===== src/sv/packed_fat12_table_engine_defines.svh =====
// Assertion macros shared by the FAT12 table engine RTL.
`ifndef PACKED_FAT12_TABLE_ENGINE_DEFINES_SVH
`define PACKED_FAT12_TABLE_ENGINE_DEFINES_SVH

// Same-cycle implication, sampled on clk, off while arst_n is low
`define F12TE_ASSERT_IMP(lbl, pre, post, msg) \
	lbl: assert property (@(posedge clk) disable iff (!arst_n) (pre) |-> (post)) \
		else $error(msg);

// Next-cycle implication, sampled on clk, off while arst_n is low
`define F12TE_ASSERT_NXT(lbl, pre, post, msg) \
	lbl: assert property (@(posedge clk) disable iff (!arst_n) (pre) |=> (post)) \
		else $error(msg);

`endif


===== src/sv/f12te_pkg.sv =====
// Types and constants of the FAT12 table engine.
package f12te_pkg;

	localparam int OP_W        = 2;
	localparam int CLU_W       = 10;
	localparam int VAL_W       = 12;
	localparam int ROW_DW      = 24;
	localparam int FIELD_LIMIT = 1024;
	localparam int FAT12_LIMIT = 4085;

	localparam logic [7:0] NIB_LO_MASK = 8'h0F;
	localparam logic [7:0] NIB_HI_MASK = 8'hF0;

	typedef logic [VAL_W-1:0]  entry_t;
	typedef logic [CLU_W-1:0]  clu_t;
	// Three table bytes holding an even and an odd entry, byte 0 lowest
	typedef logic [ROW_DW-1:0] row_t;

	typedef enum logic [OP_W-1:0] {
		OP_READ  = 2'd0,
		OP_WRITE = 2'd1,
		OP_FIND  = 2'd2
	} op_t;

endpackage


===== src/sv/f12te_row_unit.sv =====
// Entry extract and nibble-preserving merge on one three-byte table row.
module f12te_row_unit
	import f12te_pkg::*;
(
	input  row_t   row,
	input  logic   odd,
	input  entry_t new_value,
	output entry_t entry,
	output row_t   merged
);

	logic [7:0] b0, b1, b2;

	assign b0 = row[7:0];
	assign b1 = row[15:8];
	assign b2 = row[23:16];

	// Pick the low or high 12 bits of the byte pair
	always_comb begin
		if (odd) begin
			entry = {b2, b1[7:4]};
		end else begin
			entry = {b1[3:0], b0};
		end
	end

	// Rewrite the entry, keep the neighbor's nibble in the shared byte
	always_comb begin
		if (odd) begin
			merged = {new_value[11:4], (b1 & NIB_LO_MASK) | {new_value[3:0], 4'h0}, b0};
		end else begin
			merged = {b2, (b1 & NIB_HI_MASK) | {4'h0, new_value[11:8]}, new_value[7:0]};
		end
	end

endmodule


===== config.mk =====
export PLATFORM = sky130hd
export DESIGN_NAME = f12te_row_unit
export DESIGN_NICKNAME = d
export VERILOG_FILES = /design/src/sv/packed_fat12_table_engine_defines.svh /design/src/sv/f12te_pkg.sv /design/src/sv/f12te_row_unit.sv
export SDC_FILE = /design/constraint.sdc
export NUM_CORES = 1
export LEC_CHECK = 0
export BUFFER_PORTS_ARGS = -buffer_cell sky130_fd_sc_hd__buf_2
export CORE_AREA = 2 2 47 49
export DETAILED_ROUTE_END_ITERATION = 16
export DIE_AREA = 0 0 49 51
export GPL_ROUTABILITY_DRIVEN = 1
export PLACE_DENSITY = 0.87
export SYNTH_ARGS = -nofsm -noshare
export SYNTH_HDL_FRONTEND = slang
export SYNTH_SLANG_ARGS = --single-unit

===== constraint.sdc =====
create_clock -name vclk -period 1.1
set_input_delay 0.275 -clock vclk [all_inputs]
set_output_delay 0.275 -clock vclk [all_outputs]
set_load 0.05 [all_outputs]

==> flow_metrics.py <==
metrics = {
    "status": {
        "status": "finished, violations left",
        "violations": "setup timing",
    },
    "layout": {
        "seq_area_um2": 0,
        "nClkBuffers": 0,
        "syn_to_final_growth_pct": 131,
        "insertedDiodeCount": 0,
        "drive_gt1_share_pct": 100,
        "nets": 154,
        "seq_cells": 0,
        "finalInstanceArea_um2": 1360,
        "fill_cells": 157,
    },
    "logic_synthesis": {
        "syn_avg_cell_area_um2": 14.7,
        "netlist_instances": 40,
        "synth.net_count": 77,
        "netlist-cell-type-count": 4,
        "ys_warn_count": 0,
        "synth_area_um2": 589,
        "ys_seq_area_share_pct": 0,
    },
    "detailed_routing": {
        "drt_first_pass_iters": 1,
        "drcViolationCount": 0,
        "ant_nets": 0,
        "wl_per_cell_um": 14.3,
        "num_vias": 666,
        "vias_per_cell": 4.66,
        "drt-total-wl_um": 2040,
        "drt-initial-drc-count": 0,
    },
    "floorplanning": {
        "rows": 17,
        "core-area_um2": 2060,
        "die_x_um": 49,
        "ios": 73,
        "die_area_um2": 2500,
        "start_util_pct": 28.6,
        "dieHeight_um": 51,
    },
    "sta": {
        "slew_headroom_pct": 92.6,
        "report.final.slew_viol_count": 0,
        "fmax_mhz": 774,
        "hold_viol": 0,
        "fin_setup_tns_ns": -6.61,
        "setup_viol": 36,
        "setup_ws_ns": -0.193,
        "hold_ws_ns": 0.917,
        "worstMarginPinSlew_ns": 0.112,
        "period_needed_ns": 1.29,
        "rsz0062_at_grt": "yes",
        "finalCritPeriodShare_pct": 118,
    },
    "global_route": {
        "grt_max_degree": 7,
        "grt_pass1_vias": 787,
        "grt_pass1_wl_um": 3260,
        "grt.total_usage_pct": 16.1,
        "antenna_found_initial": 0,
        "gr-total-overflow": 0,
    },
    "placement": {
        "port_buffers": 73,
        "dpl.hpwl_um": 1340,
        "placement.cell_area_um2": 958,
        "gp_congestion": 0.577,
    },
    "power": {
        "cellPowerDensity_nw_per_um2": 750,
        "power.leakage_uw": 0.000745,
        "ir_worst_vdd_uv": 437,
    },
    "cts": {
        "post_cts_buffers": 0,
        "cts_hold_buf": 0,
    },
    "worst_setup_path": {
        "cp_data_arrival_time_ns": 1.02,
        "cp-start-kind": "input pin",
        "end_kind": "primary output",
        "critPathRequiredTime_ns": 0.82,
        "crit_type": "in -> out",
        "cp_max_fo": 6,
    },
    "flow_run": {
        "cap_violations": 0,
    },
    "hold_path": {
        "hp-class": "in -> out",
    },
}
==> final cells by class <==
class / instances / area, um2 / share of cell area [%]
multi-input combinational: 36 / 541 / 39.7
timing repair buffer: 79 / 786 / 57.7
tap: 28 / 35.0 / 2.57
==> stage by stage <==
stage / setup slack, ns / utilization, % / instances / total power [uW]
2_1_floorplan: -0.0919 / - / 40 / 619
3_3_place_gp: -0.342 / 46.5 / 139 / 762
3_5_place_dp: -0.357 / 46.5 / 139 / 775
4_1_cts: -0.188 / 66.0 / 143 / 1020
5_1_grt: -0.209 / 66.0 / 143 / 1050
6_report: -0.193 / 66.0 / 143 / 1020
==> where the power goes <==
part           switching [uW]  internal (uW)
Clock                       0              0
Combinational             549            472
Sequential                  0              0
==> timing repair <==
item	4_1_cts	5_1_grt
resized for setup	93	0
endpoints found under the setup margin	36	36
hold endpoints to repair	0	0
gates cloned	4	0
==> cells in the mapped netlist <==
library cell | number | area, um2
buf_6 | 1 | 11.3
mux2_4 | 30 | 450
buf_12 | 3 | 60.1
mux2_2 | 6 | 67.6
==> path summary, 6_finish.rpt <==
kind	start	to	slack [ns]	cells past startpoint
worst max-delay path	odd	merged[22]	-0.19	4
worst min-delay path	row[12]	entry[0]	0.92	3
==> cell families after synthesis <==
group                  Yosys count  share of synthesized area [%]
buffers and inverters            4                           12.1
muxes                           36                           87.9
==> routing by layer <==
layer  part of all wire (%)  GRT usage [%]  up-vias
met5                      0              0        -
met3                    6.6           1.75        2
met4                   0.74          0.952        0
met1                     33           13.5      314
met2                     59           39.5       45
li1                       -              -      305
==> layout by cell type, fill, tap and decap left out, drive strengths merged <==
cell   n
buf   79
mux2  36
==> critical path: stages <==
cell and delay [ns]:
buf_16 0.13, buf_12 0.14, mux2_4 0.31, buf_8 0.15
(Power assumes the default switching activity.)
